$ cat config.mk
export PLATFORM = sky130hd
export DESIGN_NAME = lap_position_event_sequencer
export DESIGN_NICKNAME = d
export VERILOG_FILES = /design/src/hw/rtl/lpes_pkg.sv /design/src/hw/rtl/lpes_ctrl.sv /design/src/hw/rtl/lpes_dpath.sv /design/src/hw/rtl/lap_position_event_sequencer.sv
export VERILOG_INCLUDE_DIRS = /design/src /design/src/hw/rtl
export SDC_FILE = /design/constraint.sdc
export NUM_CORES = 1
export LEC_CHECK = 0
export BUFFER_PORTS_ARGS = -buffer_cell sky130_fd_sc_hd__buf_2
export CORE_UTILIZATION = 45
export DETAILED_ROUTE_END_ITERATION = 7
export PLACE_DENSITY = 0.67
export SLEW_MARGIN = 20
export SYNTH_ARGS = -nofsm -noshare
export SYNTH_HDL_FRONTEND = slang
export SYNTH_SLANG_ARGS = --single-unit
$ cat constraint.sdc
create_clock -name clk -period 4.9 [get_ports clk]
set_input_delay 0 -clock clk [delete_from_list [all_inputs] [get_ports clk]]
set_output_delay 0 -clock clk [all_outputs]
set_load 0.05 [all_outputs]
$ cat src/hw/rtl/lap_position_event_sequencer_assert.svh
// assertion macros shared by the sequencer rtl
// expects clk and arst_n in the scope of each use
`ifndef LAP_POSITION_EVENT_SEQUENCER_ASSERT_SVH
`define LAP_POSITION_EVENT_SEQUENCER_ASSERT_SVH
`ifndef SYNTH
// same-cycle implication
`define LPES_ASSERT_IMPL(lbl, ante, cons, msg) \
	lbl: assert property (@(posedge clk) disable iff (!arst_n) (ante) |-> (cons)) \
		else $error(msg);
// next-cycle implication
`define LPES_ASSERT_NEXT(lbl, ante, cons, msg) \
	lbl: assert property (@(posedge clk) disable iff (!arst_n) (ante) |=> (cons)) \
		else $error(msg);
`else
`define LPES_ASSERT_IMPL(lbl, ante, cons, msg)
`define LPES_ASSERT_NEXT(lbl, ante, cons, msg)
`endif
`endif

$ cat src/hw/rtl/lpes_pkg.sv
// shared types, micro-op and condition codes for the event sequencer
// no dependencies
`default_nettype none
package lpes_pkg;

	localparam int TABLE_DEPTH_DEF = 16;
	localparam int DIST_BITS_DEF   = 16;

	localparam int OP_W   = 4;
	localparam int COND_W = 4;
	localparam int PC_W   = 5;

	// micro-ops
	localparam logic [OP_W-1:0] OP_NOP        = 4'd0;
	localparam logic [OP_W-1:0] OP_NORM       = 4'd1;
	localparam logic [OP_W-1:0] OP_LAPTEST    = 4'd2;
	localparam logic [OP_W-1:0] OP_SCAN_INIT  = 4'd3;
	localparam logic [OP_W-1:0] OP_SCAN_RD    = 4'd4;
	localparam logic [OP_W-1:0] OP_SCAN_APPLY = 4'd5;
	localparam logic [OP_W-1:0] OP_REWIND     = 4'd6;
	localparam logic [OP_W-1:0] OP_READ_PEND  = 4'd7;
	localparam logic [OP_W-1:0] OP_EVT_APPLY  = 4'd8;
	localparam logic [OP_W-1:0] OP_LAP_END    = 4'd9;
	localparam logic [OP_W-1:0] OP_PIT_REWIND = 4'd10;
	localparam logic [OP_W-1:0] OP_PIT_SET    = 4'd11;
	localparam logic [OP_W-1:0] OP_WRITE      = 4'd12;
	localparam logic [OP_W-1:0] OP_FINISH     = 4'd13;

	// jump conditions
	localparam logic [COND_W-1:0] C_NEVER      = 4'd0;
	localparam logic [COND_W-1:0] C_ALWAYS     = 4'd1;
	localparam logic [COND_W-1:0] C_IS_LOAD    = 4'd2;
	localparam logic [COND_W-1:0] C_IS_PIT     = 4'd3;
	localparam logic [COND_W-1:0] C_WAS_PIT    = 4'd4;
	localparam logic [COND_W-1:0] C_WAIT       = 4'd5;
	localparam logic [COND_W-1:0] C_NOT_WRAP   = 4'd6;
	localparam logic [COND_W-1:0] C_NOT_PASSED = 4'd7;
	localparam logic [COND_W-1:0] C_PEND_END   = 4'd8;
	localparam logic [COND_W-1:0] C_NOT_ONLY   = 4'd9;
	localparam logic [COND_W-1:0] C_SCAN_END   = 4'd10;

	// result kinds
	localparam logic [1:0] KIND_START = 2'd0;
	localparam logic [1:0] KIND_STOP  = 2'd1;
	localparam logic [1:0] KIND_DONE  = 2'd2;

	// configuration register indexes
	localparam logic REG_EVENT_COUNT = 1'b0;
	localparam logic REG_WRAP_THR    = 1'b1;

	localparam logic [4:0]         EVENT_COUNT_RST = 5'd1;
	localparam logic signed [16:0] WRAP_THR_RST    = -17'sd1000;

	typedef struct packed {
		logic [OP_W-1:0]   op;
		logic [COND_W-1:0] cond;
		logic [PC_W-1:0]   target;
	} lpes_uword_t;

	// datapath flags seen by the sequencer
	typedef struct packed {
		logic is_load;
		logic is_pit;
		logic was_pit;
		logic waiting;
		logic wrap;
		logic passed;
		logic pend_end;
		logic scan_end;
		logic only_one;
	} lpes_stat_t;

endpackage
`default_nettype wire

$ cat src/hw/rtl/lpes_ctrl.sv
// microcode sequencer: program rom, step counter and jump logic
// depends on lpes_pkg and the assertion macro header
`default_nettype none
`include "lap_position_event_sequencer_assert.svh"
module lpes_ctrl
	import lpes_pkg::*;
(
	input  wire logic            clk,
	input  wire logic            arst_n,
	input  wire logic            start_acc,
	input  wire lpes_stat_t      stat,
	output logic [OP_W-1:0]      op,
	output logic                 busy
);

	localparam logic [PC_W-1:0] L_SCAN_A = 5'd8;
	localparam logic [PC_W-1:0] L_LOOP   = 5'd9;
	localparam logic [PC_W-1:0] L_TEST   = 5'd10;
	localparam logic [PC_W-1:0] L_FIN    = 5'd14;
	localparam logic [PC_W-1:0] L_END    = 5'd15;
	localparam logic [PC_W-1:0] L_PIT    = 5'd19;
	localparam logic [PC_W-1:0] L_PIT_B  = 5'd23;
	localparam logic [PC_W-1:0] L_PIT_C  = 5'd24;
	localparam logic [PC_W-1:0] L_LOAD   = 5'd25;

	function automatic lpes_uword_t rom_word(input logic [PC_W-1:0] a);
		lpes_uword_t w;
		w = '{op: OP_FINISH, cond: C_NEVER, target: L_FIN};
		case (a)
			5'd0:  w = '{op: OP_NOP,        cond: C_IS_LOAD,    target: L_LOAD};
			5'd1:  w = '{op: OP_NORM,       cond: C_IS_PIT,     target: L_PIT};
			5'd2:  w = '{op: OP_LAPTEST,    cond: C_NEVER,      target: L_FIN};
			5'd3:  w = '{op: OP_NOP,        cond: C_WAIT,       target: L_FIN};
			5'd4:  w = '{op: OP_NOP,        cond: C_NOT_WRAP,   target: L_LOOP};
			// stop pass after a new lap
			5'd5:  w = '{op: OP_SCAN_INIT,  cond: C_NEVER,      target: L_FIN};
			5'd6:  w = '{op: OP_SCAN_RD,    cond: C_SCAN_END,   target: L_SCAN_A};
			5'd7:  w = '{op: OP_SCAN_APPLY, cond: C_ALWAYS,     target: 5'd6};
			5'd8:  w = '{op: OP_REWIND,     cond: C_NEVER,      target: L_FIN};
			// event walk
			5'd9:  w = '{op: OP_READ_PEND,  cond: C_NEVER,      target: L_FIN};
			5'd10: w = '{op: OP_NOP,        cond: C_NOT_PASSED, target: L_FIN};
			5'd11: w = '{op: OP_EVT_APPLY,  cond: C_NEVER,      target: L_FIN};
			5'd12: w = '{op: OP_READ_PEND,  cond: C_PEND_END,   target: L_END};
			5'd13: w = '{op: OP_NOP,        cond: C_NOT_ONLY,   target: L_TEST};
			5'd14: w = '{op: OP_FINISH,     cond: C_NEVER,      target: L_FIN};
			// table exhausted: rewind, wait, stop everything
			5'd15: w = '{op: OP_LAP_END,    cond: C_NEVER,      target: L_FIN};
			5'd16: w = '{op: OP_SCAN_INIT,  cond: C_NEVER,      target: L_FIN};
			5'd17: w = '{op: OP_SCAN_RD,    cond: C_SCAN_END,   target: L_FIN};
			5'd18: w = '{op: OP_SCAN_APPLY, cond: C_ALWAYS,     target: 5'd17};
			// pit entry
			5'd19: w = '{op: OP_NOP,        cond: C_WAS_PIT,    target: L_PIT_C};
			5'd20: w = '{op: OP_SCAN_INIT,  cond: C_NEVER,      target: L_FIN};
			5'd21: w = '{op: OP_SCAN_RD,    cond: C_SCAN_END,   target: L_PIT_B};
			5'd22: w = '{op: OP_SCAN_APPLY, cond: C_ALWAYS,     target: 5'd21};
			5'd23: w = '{op: OP_PIT_REWIND, cond: C_NEVER,      target: L_FIN};
			5'd24: w = '{op: OP_PIT_SET,    cond: C_ALWAYS,     target: L_FIN};
			// table load
			5'd25: w = '{op: OP_WRITE,      cond: C_ALWAYS,     target: L_FIN};
			default: w = '{op: OP_FINISH,   cond: C_NEVER,      target: L_FIN};
		endcase
		return w;
	endfunction

	logic              running_q;
	logic [PC_W-1:0]   pc_q;
	lpes_uword_t       word;
	logic              hit;

	assign word = rom_word(pc_q);
	assign op   = running_q ? word.op : OP_NOP;
	assign busy = running_q;

	always_comb begin
		case (word.cond)
			C_NEVER:      hit = 1'b0;
			C_ALWAYS:     hit = 1'b1;
			C_IS_LOAD:    hit = stat.is_load;
			C_IS_PIT:     hit = stat.is_pit;
			C_WAS_PIT:    hit = stat.was_pit;
			C_WAIT:       hit = stat.waiting;
			C_NOT_WRAP:   hit = !stat.wrap;
			C_NOT_PASSED: hit = !stat.passed;
			C_PEND_END:   hit = stat.pend_end;
			C_NOT_ONLY:   hit = !stat.only_one;
			C_SCAN_END:   hit = stat.scan_end;
			default:      hit = 1'b0;
		endcase
	end

	always_ff @(posedge clk or negedge arst_n) begin
		if (!arst_n) begin
			running_q <= 1'b0;
			pc_q      <= '0;
		end else if (start_acc) begin
			running_q <= 1'b1;
			pc_q      <= '0;
		end else if (running_q) begin
			if (word.op == OP_FINISH) begin
				running_q <= 1'b0;
			end
			pc_q <= hit ? word.target : pc_q + PC_W'(1);
		end
	end

	`LPES_ASSERT_NEXT(a_start_runs, start_acc, running_q && pc_q == '0, "start not taken up")
	`LPES_ASSERT_NEXT(a_finish_halts, running_q && word.op == OP_FINISH, !running_q,
		"sequencer kept running after finish")
	`LPES_ASSERT_IMPL(a_idle_start, start_acc, !running_q, "start taken while running")

endmodule
`default_nettype wire

$ cat src/hw/rtl/lpes_dpath.sv
// datapath: event table, tick state, configuration and result register
// depends on lpes_pkg and the assertion macro header
`default_nettype none
`include "lap_position_event_sequencer_assert.svh"
module lpes_dpath
	import lpes_pkg::*;
#(
	parameter int TABLE_DEPTH = TABLE_DEPTH_DEF,
	parameter int DIST_BITS   = DIST_BITS_DEF
) (
	input  wire logic                  clk,
	input  wire logic                  arst_n,
	input  wire logic                  cfg_we,
	input  wire logic                  cfg_index,
	input  wire logic [16:0]           cfg_wdata,
	input  wire logic                  start_acc,
	input  wire logic                  cmd,
	input  wire logic [DIST_BITS-1:0]  lap_distance,
	input  wire logic                  on_pit_road,
	input  wire logic [3:0]            entry_index,
	input  wire logic [DIST_BITS-1:0]  entry_distance,
	input  wire logic                  entry_is_stop,
	input  wire logic [3:0]            entry_pair,
	input  wire logic [OP_W-1:0]       op,
	output lpes_stat_t                 stat,
	output logic                       result_valid,
	output logic [1:0]                 kind,
	output logic [3:0]                 pair,
	output logic [15:0]                active_mask,
	output logic [3:0]                 next_index,
	output logic                       waiting,
	output logic                       last
);

	localparam int IW = (TABLE_DEPTH > 1) ? $clog2(TABLE_DEPTH) : 1;
	localparam int CW = $clog2(TABLE_DEPTH + 1);
	localparam int WW = (DIST_BITS + 1 > 17) ? DIST_BITS + 2 : 18;
	localparam int EW = DIST_BITS + 5;

	// table memory: {distance, is_stop, pair}
	logic [EW-1:0]         ev_mem_q [TABLE_DEPTH];
	logic [EW-1:0]         rd_q;
	logic [IW-1:0]         rd_addr;
	logic [DIST_BITS-1:0]  rd_dist;
	logic                  rd_stop;
	logic [3:0]            rd_pair;

	// captured input item
	logic                  cmd_q;
	logic [DIST_BITS-1:0]  dist_q;
	logic                  pit_in_q;
	logic [3:0]            eidx_q;
	logic [DIST_BITS-1:0]  edist_q;
	logic                  estop_q;
	logic [3:0]            epair_q;

	// configuration
	logic [4:0]            ev_count_q;
	logic signed [16:0]    wrap_thr_q;

	// tick state
	logic [CW-1:0]         pend_q, pend_nxt;
	logic                  wait_q, wait_nxt;
	logic [DIST_BITS-1:0]  prev_q, prev_nxt;
	logic                  pit_q, pit_nxt;
	logic [15:0]           act_q, act_nxt;
	logic [CW-1:0]         scan_q, scan_nxt;
	logic                  wrap_q, wrap_nxt;
	logic                  only_q, only_nxt;

	logic [CW-1:0]         cnt;
	logic signed [WW-1:0]  delta;
	logic signed [WW-1:0]  thr_ext;
	logic                  wrap_calc;

	logic                  emit;
	logic [1:0]            ekind;
	logic [3:0]            epair;
	logic                  elast;

	logic                  res_valid_q;
	logic [1:0]            kind_q;
	logic [3:0]            pair_q;
	logic [15:0]           mask_q;
	logic [3:0]            nidx_q;
	logic                  wait_o_q;
	logic                  last_q;

	assign rd_dist = rd_q[EW-1:5];
	assign rd_stop = rd_q[4];
	assign rd_pair = rd_q[3:0];

	// zero is taken as one, anything past the table as the table depth
	always_comb begin
		if (ev_count_q == 5'd0) begin
			cnt = CW'(1);
		end else if (32'(ev_count_q) > TABLE_DEPTH) begin
			cnt = CW'(TABLE_DEPTH);
		end else begin
			cnt = CW'(ev_count_q);
		end
	end

	assign delta     = $signed(WW'(dist_q)) - $signed(WW'(prev_q));
	assign thr_ext   = WW'(wrap_thr_q);
	assign wrap_calc = delta < thr_ext;

	assign rd_addr = (op == OP_SCAN_RD) ? scan_q[IW-1:0] : pend_q[IW-1:0];

	always_comb begin
		stat.is_load  = cmd_q;
		stat.is_pit   = pit_in_q;
		stat.was_pit  = pit_q;
		stat.waiting  = wait_q;
		stat.wrap     = wrap_q;
		stat.passed   = dist_q > rd_dist;
		stat.pend_end = pend_q >= cnt;
		stat.scan_end = scan_q >= cnt;
		stat.only_one = only_q;
	end

	always_comb begin
		pend_nxt = pend_q;
		wait_nxt = wait_q;
		prev_nxt = prev_q;
		pit_nxt  = pit_q;
		act_nxt  = act_q;
		scan_nxt = scan_q;
		wrap_nxt = wrap_q;
		only_nxt = only_q;
		emit     = 1'b0;
		ekind    = KIND_DONE;
		epair    = 4'd0;
		elast    = 1'b0;
		case (op)
			OP_NORM: begin
				if (pend_q >= cnt) begin
					pend_nxt = '0;
				end
				wrap_nxt = wrap_calc;
				only_nxt = wait_q;
			end
			OP_LAPTEST: begin
				pit_nxt = 1'b0;
				if (wait_q && wrap_q) begin
					wait_nxt = 1'b0;
				end
			end
			OP_SCAN_INIT: scan_nxt = pend_q;
			OP_SCAN_APPLY: begin
				if (rd_stop && act_q[rd_pair]) begin
					act_nxt[rd_pair] = 1'b0;
					emit  = 1'b1;
					ekind = KIND_STOP;
					epair = rd_pair;
				end
				scan_nxt = scan_q + CW'(1);
			end
			OP_REWIND: pend_nxt = '0;
			OP_EVT_APPLY: begin
				if (rd_stop) begin
					if (act_q[rd_pair]) begin
						act_nxt[rd_pair] = 1'b0;
						emit  = 1'b1;
						ekind = KIND_STOP;
						epair = rd_pair;
					end
				end else if (!act_q[rd_pair]) begin
					act_nxt[rd_pair] = 1'b1;
					emit  = 1'b1;
					ekind = KIND_START;
					epair = rd_pair;
				end
				pend_nxt = pend_q + CW'(1);
			end
			OP_LAP_END: begin
				pend_nxt = '0;
				wait_nxt = 1'b1;
			end
			OP_PIT_REWIND: begin
				pend_nxt = '0;
				wait_nxt = 1'b0;
			end
			OP_PIT_SET: pit_nxt = 1'b1;
			OP_FINISH: begin
				if (!cmd_q) begin
					prev_nxt = dist_q;
				end
				emit  = 1'b1;
				ekind = KIND_DONE;
				elast = 1'b1;
			end
			default: ;
		endcase
	end

	// table write and registered read
	always_ff @(posedge clk) begin
		if (op == OP_WRITE && 32'(eidx_q) < TABLE_DEPTH) begin
			ev_mem_q[IW'(eidx_q)] <= {edist_q, estop_q, epair_q};
		end
		if (op == OP_SCAN_RD || op == OP_READ_PEND) begin
			rd_q <= ev_mem_q[rd_addr];
		end
	end

	always_ff @(posedge clk) begin
		if (start_acc) begin
			cmd_q    <= cmd;
			dist_q   <= lap_distance;
			pit_in_q <= on_pit_road;
			eidx_q   <= entry_index;
			edist_q  <= entry_distance;
			estop_q  <= entry_is_stop;
			epair_q  <= entry_pair;
		end
		scan_q <= scan_nxt;
		wrap_q <= wrap_nxt;
		only_q <= only_nxt;
		if (emit) begin
			kind_q   <= ekind;
			pair_q   <= epair;
			mask_q   <= act_nxt;
			nidx_q   <= 4'(pend_q);
			wait_o_q <= wait_q;
			last_q   <= elast;
		end
	end

	always_ff @(posedge clk or negedge arst_n) begin
		if (!arst_n) begin
			ev_count_q  <= EVENT_COUNT_RST;
			wrap_thr_q  <= WRAP_THR_RST;
			pend_q      <= '0;
			wait_q      <= 1'b0;
			prev_q      <= '0;
			pit_q       <= 1'b0;
			act_q       <= '0;
			res_valid_q <= 1'b0;
		end else begin
			if (cfg_we && cfg_index == REG_EVENT_COUNT) begin
				ev_count_q <= cfg_wdata[4:0];
			end
			if (cfg_we && cfg_index == REG_WRAP_THR) begin
				wrap_thr_q <= $signed(cfg_wdata);
			end
			pend_q      <= pend_nxt;
			wait_q      <= wait_nxt;
			prev_q      <= prev_nxt;
			pit_q       <= pit_nxt;
			act_q       <= act_nxt;
			res_valid_q <= emit;
		end
	end

	assign result_valid = res_valid_q;
	assign kind         = kind_q;
	assign pair         = pair_q;
	assign active_mask  = mask_q;
	assign next_index   = nidx_q;
	assign waiting      = wait_o_q;
	assign last         = last_q;

	`LPES_ASSERT_IMPL(a_last_is_done, res_valid_q && last_q, kind_q == KIND_DONE,
		"final result is not a done result")
	`LPES_ASSERT_IMPL(a_start_sets_bit, res_valid_q && kind_q == KIND_START, mask_q[pair_q],
		"started pair not shown active")
	`LPES_ASSERT_IMPL(a_stop_clears_bit, res_valid_q && kind_q == KIND_STOP, !mask_q[pair_q],
		"stopped pair still shown active")

endmodule
`default_nettype wire

$ cat src/hw/rtl/lap_position_event_sequencer.sv
// lap position event sequencer: top level
// depends on lpes_pkg, lpes_ctrl and lpes_dpath
// usage
//   - an item is taken when start is high and busy is low; cmd selects a
//     table load (slot, distance, start or stop flag, pair) or a position tick
//   - results come out one per cycle at most, each marked by result_valid for
//     a single cycle; the receiver cannot stall, so every strobe is a transfer
//   - each item ends with one done result that has last set; a tick gives
//     a start or stop result before that for every pair bit that changes
//   - configuration is written through cfg_we / cfg_index / cfg_wdata while
//     busy is low and no result is due
// timing
//   - one microcode step a cycle, table reads through one registered port
//   - a load runs a load test, the table write and the finish step; the done
//     result is registered by the finish step. A tick's work grows with the table:
//     stop passes read and apply entries; the walk reads, tests, applies events
//   - one item at a time; busy is high from the cycle after the transfer
//     until the final step
// reset: arst_n clears the pend, wait, prev and pit state, active pairs and
//   sequencer, restores config defaults; the table is undefined until loaded
`default_nettype none
module lap_position_event_sequencer
	import lpes_pkg::*;
#(
	parameter int TABLE_DEPTH = TABLE_DEPTH_DEF,
	parameter int DIST_BITS   = DIST_BITS_DEF
) (
	input  wire logic                  clk,
	input  wire logic                  arst_n,
	// configuration write port
	input  wire logic                  cfg_we,
	input  wire logic                  cfg_index,
	input  wire logic [16:0]           cfg_wdata,
	// command channel
	input  wire logic                  start,
	output logic                       busy,
	input  wire logic                  cmd,
	input  wire logic [DIST_BITS-1:0]  lap_distance,
	input  wire logic                  on_pit_road,
	input  wire logic [3:0]            entry_index,
	input  wire logic [DIST_BITS-1:0]  entry_distance,
	input  wire logic                  entry_is_stop,
	input  wire logic [3:0]            entry_pair,
	// result channel
	output logic                       result_valid,
	output logic [1:0]                 kind,
	output logic [3:0]                 pair,
	output logic [15:0]                active_mask,
	output logic [3:0]                 next_index,
	output logic                       waiting,
	output logic                       last
);

	logic            start_acc;
	logic [OP_W-1:0] op;
	lpes_stat_t      stat;

	// command transfer
	assign start_acc = start && !busy;

	// sequencer steps through the rom and issues one micro-op a cycle
	lpes_ctrl u_ctrl (
		.clk       (clk),
		.arst_n    (arst_n),
		.start_acc (start_acc),
		.stat      (stat),
		.op        (op),
		.busy      (busy)
	);

	// table, tick state and result register
	lpes_dpath #(
		.TABLE_DEPTH (TABLE_DEPTH),
		.DIST_BITS   (DIST_BITS)
	) u_dpath (
		.clk            (clk),
		.arst_n         (arst_n),
		.cfg_we         (cfg_we),
		.cfg_index      (cfg_index),
		.cfg_wdata      (cfg_wdata),
		.start_acc      (start_acc),
		.cmd            (cmd),
		.lap_distance   (lap_distance),
		.on_pit_road    (on_pit_road),
		.entry_index    (entry_index),
		.entry_distance (entry_distance),
		.entry_is_stop  (entry_is_stop),
		.entry_pair     (entry_pair),
		.op             (op),
		.stat           (stat),
		.result_valid   (result_valid),
		.kind           (kind),
		.pair           (pair),
		.active_mask    (active_mask),
		.next_index     (next_index),
		.waiting        (waiting),
		.last           (last)
	);

endmodule
`default_nettype wire
==> reports/results.txt, run 1 <==
Net Count, Synth: 1588
die height: 221 um
Overflow after GRT: 0
FF+latch count, synth: 503
Syn Std Cell Area: 0.0216 sq mm
unrepaired setup endpoints after global routing: false
number of diodes: 0
Main synth FF type: edfxtp_1
top cells by count, synth: 435 x edfxtp_1, 176 x mux2i_1, 86 x o22ai_1, 71 x ha_1, 63 x inv_1
clk slew on worst S/H paths: 60 ps
synth unique cells: 66
Crit path largest cell delay: 540 ps
sequential share of power: 0.378
die area: 0.0490 sq mm
Final Cell Area: 0.0255 sq mm
ys async rst share: 0.135
initial antenna violation count: 0
final wirelength: 49.7 mm
setup TNS: 0 ps
area leader, netlist: edfxtp_1
min cycle time layout: 4360 ps
post-route ant nets: 0
sw power: 5.34 mW
Initial Utilization: 0.461
critical path, cell by cell: inv_1 > ha_1 > nor3b_1 > o21ai_0 > o221ai_1 > nor4_4 > mux2i_4 > buf_12 > buf_4 > mux2i_1 > o22ai_1 > or4_1
worst relative slew slack: 0.366
sequential share of the synthesized area: 0.683
wire length of the first global-routing pass: 74.7 mm
Max-Cap Viols: 0
Crit. End Element: flip-flop
pwr/cell area: 603 mW/mm^2
IO Port Bufs: 94
Worst setup SP type: flip-flop
status: finished clean
clock sinks: 503
dpl cell area: 0.0231 sq mm
Cell Int Power: 10.1 mW
Num CTS Buffers: 52
Yosys warnings: 0
logic gate share of total power: 0.355
Max rail drop VDD: 418 uV
Clock Power Share: 0.267
row count: 79
# IOs: 95
clk_skew: 19.7 ps
Place WS: 565 ps
vias in the first global route: 12879
Initial DRT Pass Iterations: 5
endpoints failing setup: 0
Die X: 221 um
routed vias/inst: 5.67
fin crit share: 0.889
final hold violation count: 0
CTS tree: done
sw frac: 0.347
post-CTS sizing: 0
Crit-path slowest cell: dfrtp_1
Avg Cell Area, Syn: 14.9 sq um
Max Freq: 229 MHz
drt initial violations: 1050
number of synthesized flops with an enable pin: 435
largest net degree at the start of global routing: 69
H-tree Lvls: 2
synthesis-to-layout area growth: 18.1%
layout cells sized above 1: 0.178
core area: 0.0470 sq mm
Final nets: 1785
Pleak: 10.2 nW
most frequent cell after synthesis: edfxtp_1
total global-route track usage: 0.201
Tightest Pin Transition: 951 ps
Post-DP HPWL: 29.7 mm
Longest Clk Path Bufs: 3
PnR worst setup slack: 542 ps
drt drc: 0
Worst EP arrival: 4680 ps
Yosys top cell area share: 0.604
Mapped Cells: 1451
vias post-DR: 13025
Crit Path Class: reg2reg
Critical Path RT: 5230 ps
Hold Crit Class: in2reg
Skew-Pair Late Insertion Delay: 600 ps
CTS root buf: clkbuf_16
gpl congestion: 0.834
routed len/inst: 21.7 um
Min Hold Slack: 114 ps
Area contributors post-synth: edfxtp_1 60%, mux2i_1 8.1%, dfrtp_1 6.7%
fin. max-slew vios: 0
Max FO, Critical Path: 43
## area by class of cell
cell class | instances | area (sq um)
fillers | 3690 | 21400
flip-flops and latches | 503 | 14800
multi-input cells | 820 | 6420
repair buffers | 208 | 1570
clock buffers | 63 | 1390
well taps | 607 | 759
clock inverters | 33 | 398
inverters | 63 | 236
## worst max-delay path, delay by kind of cell, from the launching register on
kind | cells | cell delay [ps]
flops | 1 | 540
fa+ha+maj | 1 | 430
simple gates | 3 | 1070
mux | 2 | 580
compound gates | 3 | 520
buf+inv | 3 | 890
## kinds of logic after synthesis
logic type,Yosys count,share of synthesized area
AND/OR/NAND/NOR,244,0.0596
buffers and inverters,128,0.0264
adder cells (fa/ha/maj),72,0.0420
flip-flops,503,0.683
XOR/XNOR,19,0.00769
multiplexers,208,0.102
AO/OA/AOI/OAI,277,0.0796
## worst paths after layout
path	start	end	slack, ps	depth (start not counted)
max	u_ctrl.pc_q[0]	u_dpath.rd_q[14]	540	12
min	entry_distance[8]	u_dpath.edist_q[8]	110	2
max reg2reg	u_ctrl.pc_q[0]	u_dpath.rd_q[14]	540	12
min reg2reg	u_dpath.dist_q[0]	u_dpath.prev_q[0]	510	1
max in group asynchronous	arst_n	u_ctrl.pc_q[2]	4090	3
min in group asynchronous	arst_n	u_dpath.prev_q[13]	160	3
## through the flow
stage | power (mW) | std cells | util
after detailed placement | 11.3 | 2137 | 0.493
after CTS | 15.5 | 2297 | 0.544
after global placement | 11.2 | 2137 | 0.493
final | 15.4 | 2297 | 0.544
after global routing | 16.2 | 2297 | 0.544
after floorplan | 9.93 | 1451 | -
## repair_timing
item / CTS / global route
setup buffers: 0 / 0
hold endpoints to repair: 129 / 0
hold buffers: 64 / 0
## placed cells by master (no fill, tap or decap), drive strengths merged, types with 5 or more instances in the layout
master / instances
dfstp: 10
a41oi: 7
inv: 63
ha: 71
nand3: 16
dlygate4sd3: 64
nand2b: 13
o22ai: 86
clkinv: 21
xnor2: 11
o21a: 9
nand4: 10
nor2b: 19
dfrtp: 58
mux4: 7
clkbuf: 63
buf: 144
xor2: 8
mux2i: 176
nor2: 54
nor3: 24
bufinv: 9
a21oi: 54
a21boi: 6
o211ai: 5
nand2: 53
edfxtp: 435
o21ai: 59
a31oi: 10
or4: 21
a21o: 11
nand3b: 7
mux2: 25
## flip-flops by register name, indices dropped and copies added (netlist names), 16 cells and up
register / flops
u_dpath.act_q: 16
u_dpath.active_mask: 16
u_dpath.dist_q: 16
u_dpath.edist_q: 16
u_dpath.ev_mem_q: 336
u_dpath.prev_q: 16
u_dpath.rd_q: 21
u_dpath.wrap_thr_q: 17
## power groups by stage
stage	sequential (mW)	clock, mW	combinational [mW]
3_3_place_gp	5.89	0	5.29
2_1_floorplan	6.08	0	3.85
4_1_cts	5.82	4.20	5.49
3_5_place_dp	5.90	0	5.41
5_1_grt	5.88	4.34	5.97
6_report	5.83	4.11	5.47
## metal layers
layer / part of all wire / global-route usage
met5: 0 / 0
met1: 0.42 / 0.259
met2: 0.49 / 0.344
met3: 0.062 / 0.0312
met4: 0.027 / 0.0706
(Power assumes the default switching activity.)
==> run 2, diff against run 1 <==
- SKIP_CTS_REPAIR_TIMING: default -> 1
- clock period: 4.9 -> 4.2 ns (I/O delays scaled with it)
==> run 2 against run 1 <==
Compared with the run above: sequential cell count is the same; global-route usage shrank 0.50 points; maximum frequency grew 9.9%; design area grew 1.1%; routed wire length shrank 2.0%; register-to-register slack lost 310 ps; clock power grew 14%; die area is the same; total power grew 18%; largest power group unchanged; clock skew grew 2.3 ps.
==> reports/results.txt, run 2 (same netlist as run 1, synthesis figures left out) <==
Num CTS Buffers: 52
Initial Utilization: 0.461
Hold Crit Class: in2reg
layout cells sized above 1: 0.186
die area: 0.0490 sq mm
drt drc: 0
worst relative slew slack: 0.380
clk_skew: 22.0 ps
Hold Path Cell Cnt: 2
dpl cell area: 0.0234 sq mm
Hold Path Sink: u_dpath.edist_q[3]
FF-to-FF Start: u_ctrl.pc_q[0]
most frequent cells in the layout: 435 x edfxtp_1, 175 x mux2i_1, 94 x buf_2
Largest regs: u_dpath.ev_mem_q x336, u_dpath.rd_q x21, u_dpath.wrap_thr_q x17
Tightest Pin Transition: 930 ps
Max-Cap Viols: 0
Crit Path Class: reg2reg
pwr/cell area: 703 mW/mm^2
routed len/inst: 21.1 um
critical path, cell by cell: ha_1 > ha_1 > o21a_1 > a211o_1 > nor4_4 > mux2i_4 > buf_12 > buf_16 > mux2i_1 > o22ai_1 > or4_1
status: finished clean
Cell Int Power: 11.9 mW
final wirelength: 48.7 mm
vias post-DR: 12967
fin. max-slew vios: 0
Critical Path RT: 4510 ps
synthesis-to-layout area growth: 19.3%
gpl congestion: 0.852
Layout Cells excl Fill: 2314
hold_sp: entry_distance[3]
sw power: 6.29 mW
Skew-Pair Late Insertion Delay: 610 ps
post-route ant nets: 0
min cycle time layout: 3960 ps
r2r worst-path depth: 11
# IOs: 95
fin crit share: 0.944
Post-DP HPWL: 29.9 mm
wire length of the first global-routing pass: 73.6 mm
H-tree Lvls: 2
Final nets: 1803
unrepaired setup endpoints after global routing: false
Max FO, Critical Path: 26
most common cell after layout, fill and taps aside: edfxtp_1
clk slew on worst S/H paths: 60 ps
CTS root buf: clkbuf_16
die height: 221 um
Max rail drop VDD: 366 uV
Crit. End Element: flip-flop
number of diodes: 0
CTS tree: done
Crit-path slowest cell: or4_1
initial antenna violation count: 0
logic gate share of total power: 0.368
largest net degree at the start of global routing: 69
worst r2r dst: u_dpath.rd_q[3]
max reg flops: 336
clock sinks: 503
Die X: 221 um
Initial DRT Pass Iterations: 7
most used cell, CP: ha_1
core area: 0.0470 sq mm
routed vias/inst: 5.60
endpoints failing setup: 0
IO Port Bufs: 94
total global-route track usage: 0.196
Crit path largest cell delay: 570 ps
Max Freq: 252 MHz
vias in the first global route: 12624
Worst setup SP type: flip-flop
Overflow after GRT: 0
drt initial violations: 1050
sequential share of power: 0.373
Worst R2R Setup Slack: 240 ps
Final Cell Area: 0.0258 sq mm
Top reg by flops: u_dpath.ev_mem_q
placed cells: 2153
Clock Power Share: 0.259
row count: 79
setup TNS: 0 ps
Longest Clk Path Bufs: 3
Worst EP arrival: 4270 ps
Pleak: 10.3 nW
final hold violation count: 0
Worst Setup SP: u_ctrl.pc_q[0]
sw frac: 0.347
[run 2: changes by cell type in the layout (fill, tap and decap cells not counted), sizes merged]
cell / delta
clkbuf: -3
clkinvlp: +1
bufinv: -1
dlygate4sd3: +1
buf: +16
clkinv: +3
[run 2: power groups by stage]
| stage | logic [mW] | registers, mW | clock network, mW |
|---|---|---|---|
| after floorplan | 4.49 | 7.09 | 0 |
| after global routing | 7.25 | 6.84 | 4.97 |
| after detailed placement | 6.53 | 6.87 | 0 |
| after global placement | 6.37 | 6.84 | 0 |
| final | 6.67 | 6.77 | 4.70 |
| after CTS | 6.56 | 6.77 | 4.79 |
[run 2: stage by stage]
stage	hold WS [ps]	power, mW	utilization	worst slack (ps)
final	94.7	18.1	0.550	235
after global routing	91.5	19.1	0.550	52.0
after CTS	-461	18.1	0.535	128
after detailed placement	178	13.4	0.497	192
after global placement	180	13.2	0.497	314
after floorplan	-296	11.6	-	92.1
[run 2: worst max-delay path, delay by kind of cell (launching register included)]
kind | cells | cell delay, ps
buffers and inverters | 2 | 480
AND/OR/NAND/NOR | 2 | 960
multiplexers | 2 | 570
flip-flops | 1 | 450
adder cells (fa/ha/maj) | 2 | 550
AO/OA/AOI/OAI | 3 | 630
[run 2: how the worst max path moves through the flow]
| stage | to | cells past startpoint |
|---|---|---|
| after global placement | u_dpath.wrap_q | 14 |
| final | u_dpath.rd_q[3] | 11 |
| after floorplan | u_dpath.ev_mem_q[4][0] | 9 |
| after CTS | u_dpath.rd_q[3] | 12 |
| after detailed placement | u_dpath.rd_q[3] | 12 |
| after global routing | u_dpath.rd_q[15] | 12 |
[run 2: cell type report]
class                      count  area (sq um)
inverter                      63           236
sequential                   503         14800
clock inverter                36           424
fill                        3687         21100
tap                          607           759
timing repair buffer         226          1840
multi-input combinational    820          6450
clock buffer                  59          1340
[run 2: metal layers]
metal	wire (um)	part of all wire	GRT usage	vias to the layer above
li1	-	-	-	6043
met1	21200	0.43	0.262	6490
met2	23500	0.48	0.321	340
met3	2630	0.054	0.0337	94
met4	1490	0.031	0.0702	0
met5	0	0	0	-
==> run 3, diff against run 2 <==
--- a/config.mk
+++ b/config.mk
@@ -9,2 +9,3 @@
 export BUFFER_PORTS_ARGS = -buffer_cell sky130_fd_sc_hd__buf_2
+export CORE_MARGIN = 5
 export CORE_UTILIZATION = 45
==> constraint.sdc (replaced) <==
create_clock -name clk -period 4.2 [get_ports clk]
set_input_delay 0.84 -clock clk [delete_from_list [all_inputs] [get_ports clk]]
set_output_delay 0.84 -clock clk [all_outputs]
set_load 0.05 [all_outputs]
==> run 3 against run 2 <==
Compared with the run above: critical endpoint is now u_dpath.rd_q[6]; sequential share of layout area is 1.6 points higher; clock power hardly changed; global-route usage is 1.2 points lower; routed wire length is 0.25% higher; combinational power is 3% lower; sequential power hardly changed; core utilization is 2.3 points lower; final cell count is 2.9% lower.
==> reports/results.txt, run 3 (same netlist as run 1, synthesis figures left out) <==
final wirelength: 48.9 mm
final hold violation count: 0
unrepaired setup endpoints after global routing: false
Critical Path RT: 4520 ps
routed len/inst: 21.8 um
Worst Setup SP: u_ctrl.pc_q[0]
IO Port Bufs: 94
synthesis-to-layout area growth: 16.1%
Tightest Pin Transition: 935 ps
Max FO, Critical Path: 20
# IOs: 95
Initial Utilization: 0.454
drt initial violations: 1032
total global-route track usage: 0.183
endpoints failing setup: 0
most frequent cells in the layout: 435 x edfxtp_1, 175 x mux2i_1, 93 x buf_2
dpl cell area: 0.0233 sq mm
die height: 229 um
max reg flops: 336
wire length of the first global-routing pass: 74.7 mm
status: finished clean
Die X: 229 um
gpl congestion: 0.837
Worst EP arrival: 4330 ps
Pleak: 9.96 nW
clk_skew: 34.3 ps
Overflow after GRT: 0
Crit path largest cell delay: 520 ps
fin. max-slew vios: 0
Largest regs: u_dpath.ev_mem_q x336, u_dpath.rd_q x21, u_dpath.wrap_thr_q x17
vias in the first global route: 12782
Num CTS Buffers: 51
Crit Path Class: reg2reg
die area: 0.0526 sq mm
min cycle time layout: 4010 ps
Crit. End Element: flip-flop
clk slew on worst S/H paths: 60 ps
Final nets: 1724
critical path, cell by cell: inv_1 > ha_1 > nor3b_1 > o21ai_0 > o221ai_1 > nor4_4 > mux2i_4 > buf_12 > buf_4 > mux2i_1 > o22ai_1 > or4_1
Max rail drop VDD: 566 uV
post-route ant nets: 0
Worst setup SP type: flip-flop
Initial DRT Pass Iterations: 5
initial antenna violation count: 1
Final Cell Area: 0.0251 sq mm
fillers: 3834
Crit path max-delay family: simple AND/OR/NAND/NOR gates
Crit-path slowest cell: or4_1
FF-to-FF Start: u_ctrl.pc_q[0]
pwr/cell area: 714 mW/mm^2
Max-Cap Viols: 0
Longest Clk Path Bufs: 3
largest net degree at the start of global routing: 69
Skew-Pair Late Insertion Delay: 610 ps
worst relative slew slack: 0.377
layout cells sized above 1: 0.190
H-tree Lvls: 2
CTS tree: done
core area: 0.0476 sq mm
CTS root buf: clkbuf_16
Hold Crit Class: in2async
most common cell after layout, fill and taps aside: edfxtp_1
setup TNS: 0 ps
Top reg by flops: u_dpath.ev_mem_q
routed vias/inst: 5.62
Max Freq: 250 MHz
row count: 80
Buf/Inv on CP: 3
fin crit share: 0.954
drt drc: 0
vias post-DR: 12621
clock sinks: 503
Post-DP HPWL: 29.0 mm
-- run 3: cell types whose count changed in the layout (fill, tap and decap cells not counted), sizes merged --
cell,previous run,this run
diode,0,1
buf,160,148
dlygate4sd3,65,0
inv,63,67
clkinvlp,4,3
clkbuf,60,58
clkinv,24,23
-- run 3: area by class of cell --
class / count / area (sq um) / share of cell area
diodes: 1 / 2.50 / 0.0000996
clock buffers: 58 / 1310 / 0.0522
clock inverters: 38 / 458 / 0.0182
inverters: 63 / 236 / 0.00941
multi-input cells: 820 / 6440 / 0.256
flip-flops and latches: 503 / 14800 / 0.588
well taps: 615 / 769 / 0.0306
repair buffers: 148 / 1130 / 0.0449
-- run 3: routing by layer --
layer | global-route usage | part of all wire | vias up
met5 | 0 | 0 | -
met4 | 0.0554 | 0.023 | 0
met3 | 0.0303 | 0.059 | 75
met2 | 0.314 | 0.49 | 379
met1 | 0.242 | 0.42 | 6262
li1 | - | - | 5905
-- run 3: final timing paths --
| check | to | slack (ps) | cells past startpoint |
|---|---|---|---|
| min in group clk | u_dpath.edist_q[11] | 400 | 1 |
| setup / recovery | u_dpath.rd_q[6] | 190 | 12 |
| hold / removal | u_dpath.wrap_thr_q[9] | 360 | 1 |
| setup reg to reg | u_dpath.rd_q[6] | 190 | 12 |
| hold reg to reg | u_dpath.only_q | 510 | 0 |
| max in group asynchronous | u_dpath.act_q[6] | 3210 | 1 |
-- run 3: worst register-to-register path, cell delays in order (launching register included) --
cell,delay (ps)
dfrtp_1,340
inv_1,120
ha_1,420
nor3b_1,70
o21ai_0,170
o221ai_1,300
nor4_4,480
mux2i_4,370
buf_12,240
buf_4,320
mux2i_1,260
o22ai_1,100
or4_1,520
-- run 3: stage by stage --
step	utilization	hold WS (ps)	cells	setup WS (ps)	power, mW
finish	0.527	361	2246	194	17.9
global route	0.527	377	2245	8.80	18.9
CTS	0.527	364	2245	159	18.0
detailed placement	0.490	494	2149	208	13.3
global placement	0.490	487	2149	331	13.1
floorplan	-	451	1451	92.1	11.6
-- run 3: power breakdown --
| group | total (mW) | internal (mW) | switching [mW] |
|---|---|---|---|
| Combinational | 6.47 | 2.62 | 3.85 |
| Clock | 4.71 | 2.77 | 1.94 |
| Sequential | 6.76 | 6.28 | 0.475 |
| Total | 17.9 | 11.7 | 6.26 |
